`src/tsjd_pkg.sv`:
```
// Types and constants of the two-server job dispatcher
package tsjd_pkg;

    localparam int ID_W    = 16;
    localparam int TICK_W  = 16;
    localparam int DUR_W   = 4;
    localparam int COUNT_W = 4;
    localparam int LIMIT_W = 4;
    localparam int SUM_W   = 32;

    localparam int APB_DATA_W = 32;
    localparam int APB_ADDR_W = 3;

    // register index taken from paddr[2]
    localparam logic [0:0] REG_QUEUE_LIMIT = 1'b0;

    localparam logic [LIMIT_W-1:0] QUEUE_LIMIT_RESET = 4'd8;

    typedef struct packed {
        logic [ID_W-1:0]   id;
        logic [TICK_W-1:0] stamp;
        logic [DUR_W-1:0]  duration;
    } job_entry_t;

endpackage

```
`src/job_in_if.sv`:
```
// Input channel: one tick with an optional job arrival
interface job_in_if;
    logic                        valid;
    logic                        ready;
    logic                        job_arrives;
    logic [tsjd_pkg::DUR_W-1:0]  job_duration;

    modport source (output valid, output job_arrives, output job_duration, input ready);
    modport sink   (input valid, input job_arrives, input job_duration, output ready);
endinterface

```
`src/tick_out_if.sv`:
```
// Output channel: per-tick dispatch result
interface tick_out_if;
    logic                          valid;
    logic                          ready;
    logic [tsjd_pkg::TICK_W-1:0]   tick_time;
    logic                          first_started;
    logic [tsjd_pkg::ID_W-1:0]     first_job_id;
    logic [tsjd_pkg::TICK_W-1:0]   first_job_wait;
    logic                          second_started;
    logic [tsjd_pkg::ID_W-1:0]     second_job_id;
    logic [tsjd_pkg::TICK_W-1:0]   second_job_wait;
    logic                          job_dropped;
    logic [tsjd_pkg::COUNT_W-1:0]  waiting_count;
    logic [tsjd_pkg::SUM_W-1:0]    wait_total;

    modport source (
        output valid, output tick_time, output first_started, output first_job_id,
        output first_job_wait, output second_started, output second_job_id,
        output second_job_wait, output job_dropped, output waiting_count,
        output wait_total, input ready
    );
    modport sink (
        input valid, input tick_time, input first_started, input first_job_id,
        input first_job_wait, input second_started, input second_job_id,
        input second_job_wait, input job_dropped, input waiting_count,
        input wait_total, output ready
    );
endinterface

```
`src/tsjd_job_store.sv`:
```
// Job queue memory: one write port, two registered read ports with write forwarding
module tsjd_job_store #(
    parameter int DEPTH = 8,
    parameter int IDX_W = 3
) (
    input  logic                 clk,
    input  logic                 wr_en,
    input  logic [IDX_W-1:0]     wr_addr,
    input  tsjd_pkg::job_entry_t wr_data,
    input  logic                 rd_en,
    input  logic [IDX_W-1:0]     rd_addr0,
    input  logic [IDX_W-1:0]     rd_addr1,
    output tsjd_pkg::job_entry_t rd_data0,
    output tsjd_pkg::job_entry_t rd_data1
);

    tsjd_pkg::job_entry_t mem [DEPTH];

    tsjd_pkg::job_entry_t rd0_reg;
    tsjd_pkg::job_entry_t rd1_reg;
    tsjd_pkg::job_entry_t fwd_reg;
    logic                 byp0_reg;
    logic                 byp1_reg;

    always_ff @(posedge clk)
    begin
        if (wr_en)
        begin
            mem[wr_addr] <= wr_data;
        end
        if (rd_en)
        begin
            rd0_reg  <= mem[rd_addr0];
            rd1_reg  <= mem[rd_addr1];
            fwd_reg  <= wr_data;
            byp0_reg <= wr_en && (wr_addr == rd_addr0);
            byp1_reg <= wr_en && (wr_addr == rd_addr1);
        end
    end

    // entry written in the same cycle it was read comes from the forward register
    assign rd_data0 = byp0_reg ? fwd_reg : rd0_reg;
    assign rd_data1 = byp1_reg ? fwd_reg : rd1_reg;

endmodule

```
`src/two_server_job_dispatcher.sv`:
```
// Tick-driven FIFO job queue feeding two servers, with APB queue-limit register
// A tick's result is registered in stage one, then in the output registers.
// Throughput: one tick per cycle unless tick_out stalls; the queue memory is
// read each tick at head and head+1 (head if server 0 pops none) for durations.
// Reset (rst_n low, asynchronous): counters, indices, servers and the wait total
// clear, queue_limit returns to 8; queue memory contents are left as they are.
module two_server_job_dispatcher #(
    parameter int QUEUE_DEPTH = 8
) (
    input  logic                                clk,
    input  logic                                rst_n,
    job_in_if.sink                              job_in,
    tick_out_if.source                          tick_out,
    input  logic                                psel,
    input  logic                                penable,
    input  logic                                pwrite,
    input  logic [tsjd_pkg::APB_ADDR_W-1:0]     paddr,
    input  logic [tsjd_pkg::APB_DATA_W-1:0]     pwdata,
    output logic [tsjd_pkg::APB_DATA_W-1:0]     prdata,
    output logic                                pready
);

    localparam int IDX_W = $clog2(QUEUE_DEPTH);
    localparam logic [IDX_W-1:0] LAST_IDX = IDX_W'(QUEUE_DEPTH - 1);

    localparam int TW = tsjd_pkg::TICK_W;
    localparam int CW = tsjd_pkg::COUNT_W;
    localparam int DW = tsjd_pkg::DUR_W;
    localparam int SW = tsjd_pkg::SUM_W;

    function automatic logic [IDX_W-1:0] idx_inc(input logic [IDX_W-1:0] idx);
        logic [IDX_W-1:0] res;
        res = (idx == LAST_IDX) ? '0 : idx + 1'b1;
        return res;
    endfunction

    // configuration
    logic [tsjd_pkg::LIMIT_W-1:0] limit_reg;
    logic                         cfg_wr;

    assign pready = 1'b1;
    assign cfg_wr = psel && penable && pwrite &&
                    (paddr[2] == tsjd_pkg::REG_QUEUE_LIMIT);
    assign prdata = (paddr[2] == tsjd_pkg::REG_QUEUE_LIMIT) ?
                    {{(tsjd_pkg::APB_DATA_W - tsjd_pkg::LIMIT_W){1'b0}}, limit_reg} : '0;

    always_ff @(posedge clk or negedge rst_n)
    begin
        if (!rst_n)
        begin
            limit_reg <= tsjd_pkg::QUEUE_LIMIT_RESET;
        end
        else if (cfg_wr)
        begin
            limit_reg <= pwdata[tsjd_pkg::LIMIT_W-1:0];
        end
    end

    // queue and server state
    logic [TW-1:0]              tick_reg,    tick_next;
    logic [tsjd_pkg::ID_W-1:0]  next_id_reg, next_id_next;
    logic [IDX_W-1:0]           head_reg,    head_next;
    logic [IDX_W-1:0]           tail_reg,    tail_next;
    logic [CW-1:0]              count_reg,   count_next;
    logic [DW-1:0]              rem_reg  [2];
    logic [DW-1:0]              rem_next [2];
    logic [1:0]                 ld_pend_reg, ld_pend_next;

    // pipeline
    logic                       s1_valid_reg;
    logic [TW-1:0]              s1_tick_reg;
    logic [1:0]                 s1_start_reg;
    logic                       s1_drop_reg;
    logic [CW-1:0]              s1_count_reg;
    logic                       out_valid_reg;
    logic [SW-1:0]              wait_sum_reg, wait_sum_next;

    logic                       out_free;
    logic                       s1_move;
    logic                       accept;

    tsjd_pkg::job_entry_t       rd_entry [2];
    tsjd_pkg::job_entry_t       wr_entry;
    logic [IDX_W-1:0]           rd_addr1;

    logic                       push;
    logic                       dropped;
    logic [CW-1:0]              cnt_arr;
    logic [CW-1:0]              cnt_mid;
    logic [DW-1:0]              rem_eff [2];
    logic [1:0]                 pop;

    assign out_free     = !out_valid_reg || tick_out.ready;
    assign s1_move      = s1_valid_reg && out_free;
    assign job_in.ready = !s1_valid_reg || out_free;
    assign accept       = job_in.valid && job_in.ready;

    always_comb
    begin
        push    = job_in.job_arrives && (count_reg < limit_reg) &&
                  (32'(count_reg) < QUEUE_DEPTH);
        dropped = job_in.job_arrives && !push;
        cnt_arr = count_reg + CW'(push);

        for (int k = 0; k < 2; k++)
        begin
            rem_eff[k] = ld_pend_reg[k] ? rd_entry[k].duration : rem_reg[k];
        end

        pop[0]  = (rem_eff[0] == '0) && (cnt_arr != '0);
        cnt_mid = cnt_arr - CW'(pop[0]);
        pop[1]  = (rem_eff[1] == '0) && (cnt_mid != '0);

        rd_addr1 = pop[0] ? idx_inc(head_reg) : head_reg;

        wr_entry.id       = next_id_reg;
        wr_entry.stamp    = tick_reg;
        wr_entry.duration = job_in.job_duration;

        tick_next    = tick_reg + 1'b1;
        next_id_next = push ? next_id_reg + 1'b1 : next_id_reg;
        tail_next    = push ? idx_inc(tail_reg) : tail_reg;
        head_next    = pop[1] ? idx_inc(rd_addr1) : rd_addr1;
        count_next   = cnt_mid - CW'(pop[1]);

        for (int k = 0; k < 2; k++)
        begin
            ld_pend_next[k] = pop[k];
            if (pop[k] || rem_eff[k] == '0)
            begin
                rem_next[k] = '0;
            end
            else
            begin
                rem_next[k] = rem_eff[k] - 1'b1;
            end
        end
    end

    tsjd_job_store #(
        .DEPTH (QUEUE_DEPTH),
        .IDX_W (IDX_W)
    ) u_store (
        .clk      (clk),
        .wr_en    (accept && push),
        .wr_addr  (tail_reg),
        .wr_data  (wr_entry),
        .rd_en    (accept),
        .rd_addr0 (head_reg),
        .rd_addr1 (rd_addr1),
        .rd_data0 (rd_entry[0]),
        .rd_data1 (rd_entry[1])
    );

    always_ff @(posedge clk or negedge rst_n)
    begin
        if (!rst_n)
        begin
            tick_reg     <= '0;
            next_id_reg  <= '0;
            head_reg     <= '0;
            tail_reg     <= '0;
            count_reg    <= '0;
            rem_reg[0]   <= '0;
            rem_reg[1]   <= '0;
            ld_pend_reg  <= '0;
            s1_valid_reg <= 1'b0;
        end
        else
        begin
            if (accept)
            begin
                tick_reg    <= tick_next;
                next_id_reg <= next_id_next;
                head_reg    <= head_next;
                tail_reg    <= tail_next;
                count_reg   <= count_next;
                rem_reg[0]  <= rem_next[0];
                rem_reg[1]  <= rem_next[1];
                ld_pend_reg <= ld_pend_next;
            end
            if (accept)
            begin
                s1_valid_reg <= 1'b1;
            end
            else if (s1_move)
            begin
                s1_valid_reg <= 1'b0;
            end
        end
    end

    always_ff @(posedge clk)
    begin
        if (accept)
        begin
            s1_tick_reg  <= tick_reg;
            s1_start_reg <= pop;
            s1_drop_reg  <= dropped;
            s1_count_reg <= count_next;
        end
    end

    // second stage: waits and saturating total
    logic [TW-1:0]  wait_val [2];
    logic [TW:0]    wait_pair;
    logic [SW:0]    sum_wide;

    always_comb
    begin
        for (int k = 0; k < 2; k++)
        begin
            wait_val[k] = s1_start_reg[k] ? s1_tick_reg - rd_entry[k].stamp : '0;
        end
        wait_pair     = {1'b0, wait_val[0]} + {1'b0, wait_val[1]};
        sum_wide      = {1'b0, wait_sum_reg} + (SW + 1)'(wait_pair);
        wait_sum_next = sum_wide[SW] ? '1 : sum_wide[SW-1:0];
    end

    always_ff @(posedge clk or negedge rst_n)
    begin
        if (!rst_n)
        begin
            out_valid_reg <= 1'b0;
            wait_sum_reg  <= '0;
        end
        else
        begin
            if (s1_move)
            begin
                out_valid_reg <= 1'b1;
                wait_sum_reg  <= wait_sum_next;
            end
            else if (tick_out.ready)
            begin
                out_valid_reg <= 1'b0;
            end
        end
    end

    always_ff @(posedge clk)
    begin
        if (s1_move)
        begin
            tick_out.tick_time       <= s1_tick_reg;
            tick_out.first_started   <= s1_start_reg[0];
            tick_out.first_job_id    <= s1_start_reg[0] ? rd_entry[0].id : '0;
            tick_out.first_job_wait  <= wait_val[0];
            tick_out.second_started  <= s1_start_reg[1];
            tick_out.second_job_id   <= s1_start_reg[1] ? rd_entry[1].id : '0;
            tick_out.second_job_wait <= wait_val[1];
            tick_out.job_dropped     <= s1_drop_reg;
            tick_out.waiting_count   <= s1_count_reg;
        end
    end

    assign tick_out.valid      = out_valid_reg;
    assign tick_out.wait_total = wait_sum_reg;

endmodule

```
`src/flat_wrapper.sv`:
```
// flat-port wrapper written by rule: the top's interface ports become plain ports
module two_server_job_dispatcher_flat 
#(
    parameter int QUEUE_DEPTH = 8
)
  (clk, rst_n, psel, penable, pwrite, paddr, pwdata, prdata, pready, job_in_valid, job_in_job_arrives, job_in_job_duration, job_in_ready, tick_out_valid, tick_out_tick_time, tick_out_first_started, tick_out_first_job_id, tick_out_first_job_wait, tick_out_second_started, tick_out_second_job_id, tick_out_second_job_wait, tick_out_job_dropped, tick_out_waiting_count, tick_out_wait_total, tick_out_ready);
  job_in_if job_in_i ();
  tick_out_if tick_out_i ();
  input  logic clk;
  input  logic rst_n;
  input  logic psel;
  input  logic penable;
  input  logic pwrite;
  input  logic [tsjd_pkg::APB_ADDR_W-1:0] paddr;
  input  logic [tsjd_pkg::APB_DATA_W-1:0] pwdata;
  output logic [tsjd_pkg::APB_DATA_W-1:0] prdata;
  output logic pready;
  input wire logic [$bits(job_in_i.valid)-1:0] job_in_valid;
  input wire logic [$bits(job_in_i.job_arrives)-1:0] job_in_job_arrives;
  input wire logic [$bits(job_in_i.job_duration)-1:0] job_in_job_duration;
  output wire logic [$bits(job_in_i.ready)-1:0] job_in_ready;
  output wire logic [$bits(tick_out_i.valid)-1:0] tick_out_valid;
  output wire logic [$bits(tick_out_i.tick_time)-1:0] tick_out_tick_time;
  output wire logic [$bits(tick_out_i.first_started)-1:0] tick_out_first_started;
  output wire logic [$bits(tick_out_i.first_job_id)-1:0] tick_out_first_job_id;
  output wire logic [$bits(tick_out_i.first_job_wait)-1:0] tick_out_first_job_wait;
  output wire logic [$bits(tick_out_i.second_started)-1:0] tick_out_second_started;
  output wire logic [$bits(tick_out_i.second_job_id)-1:0] tick_out_second_job_id;
  output wire logic [$bits(tick_out_i.second_job_wait)-1:0] tick_out_second_job_wait;
  output wire logic [$bits(tick_out_i.job_dropped)-1:0] tick_out_job_dropped;
  output wire logic [$bits(tick_out_i.waiting_count)-1:0] tick_out_waiting_count;
  output wire logic [$bits(tick_out_i.wait_total)-1:0] tick_out_wait_total;
  input wire logic [$bits(tick_out_i.ready)-1:0] tick_out_ready;
  assign job_in_i.valid = job_in_valid;
  assign job_in_i.job_arrives = job_in_job_arrives;
  assign job_in_i.job_duration = job_in_job_duration;
  assign job_in_ready = job_in_i.ready;
  assign tick_out_valid = tick_out_i.valid;
  assign tick_out_tick_time = tick_out_i.tick_time;
  assign tick_out_first_started = tick_out_i.first_started;
  assign tick_out_first_job_id = tick_out_i.first_job_id;
  assign tick_out_first_job_wait = tick_out_i.first_job_wait;
  assign tick_out_second_started = tick_out_i.second_started;
  assign tick_out_second_job_id = tick_out_i.second_job_id;
  assign tick_out_second_job_wait = tick_out_i.second_job_wait;
  assign tick_out_job_dropped = tick_out_i.job_dropped;
  assign tick_out_waiting_count = tick_out_i.waiting_count;
  assign tick_out_wait_total = tick_out_i.wait_total;
  assign tick_out_i.ready = tick_out_ready;
  two_server_job_dispatcher #(.QUEUE_DEPTH(QUEUE_DEPTH)) u_core (.clk(clk), .rst_n(rst_n), .job_in(job_in_i), .tick_out(tick_out_i), .psel(psel), .penable(penable), .pwrite(pwrite), .paddr(paddr), .pwdata(pwdata), .prdata(prdata), .pready(pready));
endmodule
```
`config.mk`:
```
export PLATFORM = sky130hd
export DESIGN_NAME = two_server_job_dispatcher_flat
export DESIGN_NICKNAME = d
export VERILOG_FILES = /design/src/tsjd_pkg.sv /design/src/job_in_if.sv /design/src/tick_out_if.sv /design/src/tsjd_job_store.sv /design/src/two_server_job_dispatcher.sv /design/src/flat_wrapper.sv
export SDC_FILE = /design/constraint.sdc
export NUM_CORES = 1
export LEC_CHECK = 0
export ABC_AREA = 1
export BUFFER_PORTS_ARGS = -buffer_cell sky130_fd_sc_hd__clkbuf_2
export CAP_MARGIN = 20
export CORE_UTILIZATION = 30
export DETAILED_ROUTE_END_ITERATION = 10
export GPL_ROUTABILITY_DRIVEN = 0
export GPL_TIMING_DRIVEN = 0
export PLACE_DENSITY_LB_ADDON = 0.08
export SLEW_MARGIN = 20
export SYNTH_ARGS = -nofsm -noshare
export SYNTH_HDL_FRONTEND = slang
export SYNTH_SLANG_ARGS = --single-unit
```
`constraint.sdc`:
```
create_clock -name clk -period 4.45 [get_ports clk]
set_input_delay 0.445 -clock clk [delete_from_list [all_inputs] [get_ports clk]]
set_output_delay 0.445 -clock clk [all_outputs]
set_load 0.01 [all_outputs]
```
==> impl_metrics.csv <==
group,metric,value,unit
outcome,outcome,"finished, violations left",
outcome,failed_checks,"negative setup slack",
logic_synthesis,cells_taking_the_most_area_after_synthesis,"edfxtp_1 49%, nand2_1 8.4%, dfrtp_1 7.4%",
timing,max_freq,223,MHz
worst_setup_path,crit_path_start_kind,"flip-flop",
die,die-height,318,µm
drt,drt_pass1_iterations,5,
logic_synthesis,most_common_cell_in_the_synthesized_netlist,"nand2_1",
clock_network,cts.sink_count,582,
logic_synthesis,proportion_of_synthesized_chip_area_in_sequential_cells,56.7,%
power_and_ir_drop,swShare,46.9,%
grt,largest_net_degree_at_the_start_of_global_routing,70,
timing,final.setup_skew,0.0263,ns
timing,finalCriticalPeriod,4.48,ns
drt,met3_wirelength,6.56,mm
clock_network,max-clock-path-buffers,3,
clock_network,clk_pin_slew,0.06,ns
cells_and_area,syn2layout_area_growth,23.3,%
clock_network,worstSkewPairLatency,0.65,ns
power_and_ir_drop,power.density,821,nW/µm²
worst_setup_path,crit_family,"simple AND/OR/NAND/NOR gates",
drt,drt_iter0_drc,1938,
logic_synthesis,synth_cell_type_count,43,
cells_and_area,share_of_cells_above_drive_strength_1,17.3,%
drt,ant_nets,0,
die,die_width,318,µm
timing,finalWorstSetupSlack,-0.0295,ns
power_and_ir_drop,internal_power,16200,µW
drt,top_layer,"met4",
logic_synthesis,netlist_top_cells_count,"675 x nand2_1, 492 x edfxtp_1, 490 x inv_1",
clock_network,cts-buffers-inserted,71,
logic_synthesis,ys_async_sr_fraction,15.5,%
worst_setup_path,kind_of_end_point_of_the_critical_path,"flip-flop",
drt,wire_length_on_met2,55.4,mm
worst_setup_path,regToRegEndpoint,"u_core.tick_out.wait_total[15]$_DFFE_PN0P_",
clock_network,htreeDepth,3,
min_path,worstHoldStart,"pwdata[0]",
die,die-area,101000,µm²
power_and_ir_drop,power.net_switching,14300,µW
drt,met1_length,47.2,mm
power_and_ir_drop,total_power,30400,µW
timing,timing_worst_slew_pin_value,1.31,ns
place,io_buffers,141,
clock_network,tritoncts,"yes",
logic_synthesis,yosys.area.top_type,"edfxtp_1",
die,io_pins,201,
power_and_ir_drop,ir_drop,0.472,mV
die,placement_rows,115,
grt,track_usage,22.1,%
timing,fin_crit_sh,101,%
timing,whs,0.0604,ns
cells_and_area,nNetsFinal,3746,
worst_setup_path,critPathMaxStageDelay,0.48,ns
drt,post_drt_via_cell_ratio,4.87,
die,initial_utilization,30.4,%
logic_synthesis,post_synth_inst_count,3273,
grt,sum_of_overflow_across_all_layers_after_global_routing,0,
die,design.core.area,98900,µm²
timing,finalHoldViolCount,0,
power_and_ir_drop,cellLeakagePower,0.0161,µW
logic_synthesis,commonest_register_cell_after_synthesis,"edfxtp_1",
worst_setup_path,cp_max_fo,5,
logic_synthesis,syn_avg_cell_area,9.18,µm²
worst_setup_path,crit_path_top_delay_cell,"fa_1",
worst_setup_path,critical_path_arrival,5.05,ns
logic_synthesis,yosys_warnings,0,
grt,grt_pass1_wl,163,mm
min_path,hold-path-cell-count,3,
min_path,worst_hold_path_type,"input pin to flip-flop",
cells_and_area,largest_register_ffs,288,
logic_synthesis,synth_top_cell_area_share,49.2,%
timing,finalMaxSlewViolations,0,
clock_network,clk_root_buffer_cell,"clkbuf_16",
power_and_ir_drop,combPwrFrac,53.0,%
place,detailedPlacementHpwl,79.4,mm
grt,grt_pass1_vias,23587,
worst_setup_path,worstRegToRegCells,27,
timing,final-setup-viol-count,15,
logic_synthesis,syn-cell-area,30000,µm²
power_and_ir_drop,power_frac_clock,19.7,%
worst_setup_path,worst-r2r-setup-slack,-0.03,ns
drt,postRouteWirelength,113,mm
drt,post_drt_wl_per_cell,22.7,µm
logic_synthesis,synth_seq_cells,582,
grt,grt_antenna_before_repair,4,
logic_synthesis,number_of_enable_type_register_cells_in_the_synthesized_netlist,492,
timing,timing.max_slew.rel_slack,12.5,%
worst_setup_path,cp.buffers_inverters,6,
min_path,timing.hold.worst_endpoint,"u_core.limit_reg[0]$_DFFE_PN0P_",
worst_setup_path,critical_path.most_common_cell,"nand2_4",
timing,rsz0062_at_grt,"true",
power_and_ir_drop,sequentialPowerShare,27.2,%
worst_setup_path,crit-reg2reg-launch,"u_core.u_store.byp0_reg$_DFFE_PP_",
worst_setup_path,crit_required,5.02,ns
drt,via_count,24130,
worst_setup_path,worstSetupPathType,"flip-flop to flip-flop",
drt,remaining_drc_errors,0,
flow_run,maxCapViolations,0,
-- metrics by stage --
step | instances | cell area (µm²) | worst slack, ns | utilization (%) | setup TNS, ns
after floorplan | 3300 | 30200 | -0.0383 | - | -6.60
after CTS | 4939 | 36500 | -0.208 | 36.9 | -5.04
after detailed placement | 4769 | 33100 | -2.36 | 33.5 | -71.62
after global routing | 4957 | 37000 | -0.234 | 37.5 | -6.53
after global placement | 4728 | 32500 | -4.35 | 32.9 | -1281.75
final | 4959 | 37000 | -0.0295 | 37.5 | -0.225
-- final cells by class --
cell class                 instances  area (µm²)
fill                           10009       61800
tap                             1287        1610
clock buffer                      88        1890
timing repair buffer             242        1750
antenna                            2        5.00
buffer                           188        1110
clock inverter                    42         468
sequential                       582       17000
multi-input combinational       2034       11300
inverter                         494        1870
-- how the worst max path moves through the flow --
stage,depth (start not counted),from,endpoint,slack [ns]
2_1_floorplan,8,u_core.count_reg[1]$_DFFE_PN0P_,u_core.u_store.mem[3][0]$_DFFE_PP_,-0.04
3_3_place_gp,8,u_core.count_reg[1]$_DFFE_PN0P_,u_core.u_store.mem[3][16]$_DFFE_PP_,-4.35
3_5_place_dp,26,u_core.u_store.byp0_reg$_DFFE_PP_,u_core.tick_out.wait_total[15]$_DFFE_PN0P_,-2.36
4_1_cts,26,u_core.u_store.byp0_reg$_DFFE_PP_,u_core.tick_out.wait_total[8]$_DFFE_PN0P_,-0.21
5_1_grt,24,u_core.u_store.byp1_reg$_DFFE_PP_,u_core.tick_out.wait_total[3]$_DFFE_PN0P_,-0.23
6_report,27,u_core.u_store.byp0_reg$_DFFE_PP_,u_core.tick_out.wait_total[15]$_DFFE_PN0P_,-0.03
-- power groups by stage --
stage,registers (µW),logic (µW),clock network (µW)
4_1_cts,8290,15200,6140
5_1_grt,8420,17500,6350
3_3_place_gp,8440,14000,0
2_1_floorplan,8240,8530,0
6_report,8290,16100,6000
3_5_place_dp,8390,14100,0
-- cell usage in the layout, fill, tap and decap left out, types with 8 or more instances in the layout --
master     instances
edfxtp_1         492
nor2_4            10
dfrtp_1           88
ha_4              11
buf_16             9
ha_1              52
inv_1            483
inv_2              8
a21oi_2           26
nor2_2            11
fa_1              18
bufinv_16          8
clkbuf_2         142
conb_1            29
nand2_4           11
a21oi_1          139
nand3_1          380
nand3_2           28
clkinv_2          13
nand2_2           17
xnor2_1           16
nor3_2            10
clkinv_1          10
buf_6             14
nand4_1           12
buf_1              8
a31oi_1           38
a21oi_4            8
xor2_1            33
o21ai_0          198
buf_4            111
nor2_1           190
clkbuf_1          90
o21ai_2           10
nor3_1            16
clkbuf_16         78
nand2_1          652
o21ai_1           20
a221oi_1          36
buf_2             48
-- logic make-up (layout without fill, tap and decap cells) --
logic type	count (synthesis)	count (layout)	share of synthesized area, %
simple gates	1361	1361	19.2
buf+inv	684	1054	9.25
flops	582	582	56.7
compound gates	508	508	9.30
fa+ha+maj	86	86	4.06
xor+xnor	50	50	1.46
other cells	2	31	0.0250
-- routing by layer --
metal	global-route usage, %	vias to the layer above
li1	-	11610
met1	27.9	11606
met2	38.1	737
met3	3.43	177
met4	7.77	0
met5	0	-
-- timing repair --
item	CTS	global route
setup endpoints to repair	40	39
hold endpoints to repair	35	0
gates cloned	2	0
pin swaps	54	46
hold buffers	2	0
buffers inserted	37	18
resized for setup	184	102
-- tightest hold or removal path, delay by kind of cell --
kind                   cells  cell delay [ns]
buffers and inverters      1             0.08
AOI/OAI and AO/OA          1             0.05
and+or+nand+nor            1             0.09
Power figures use the tool's default switching activity.
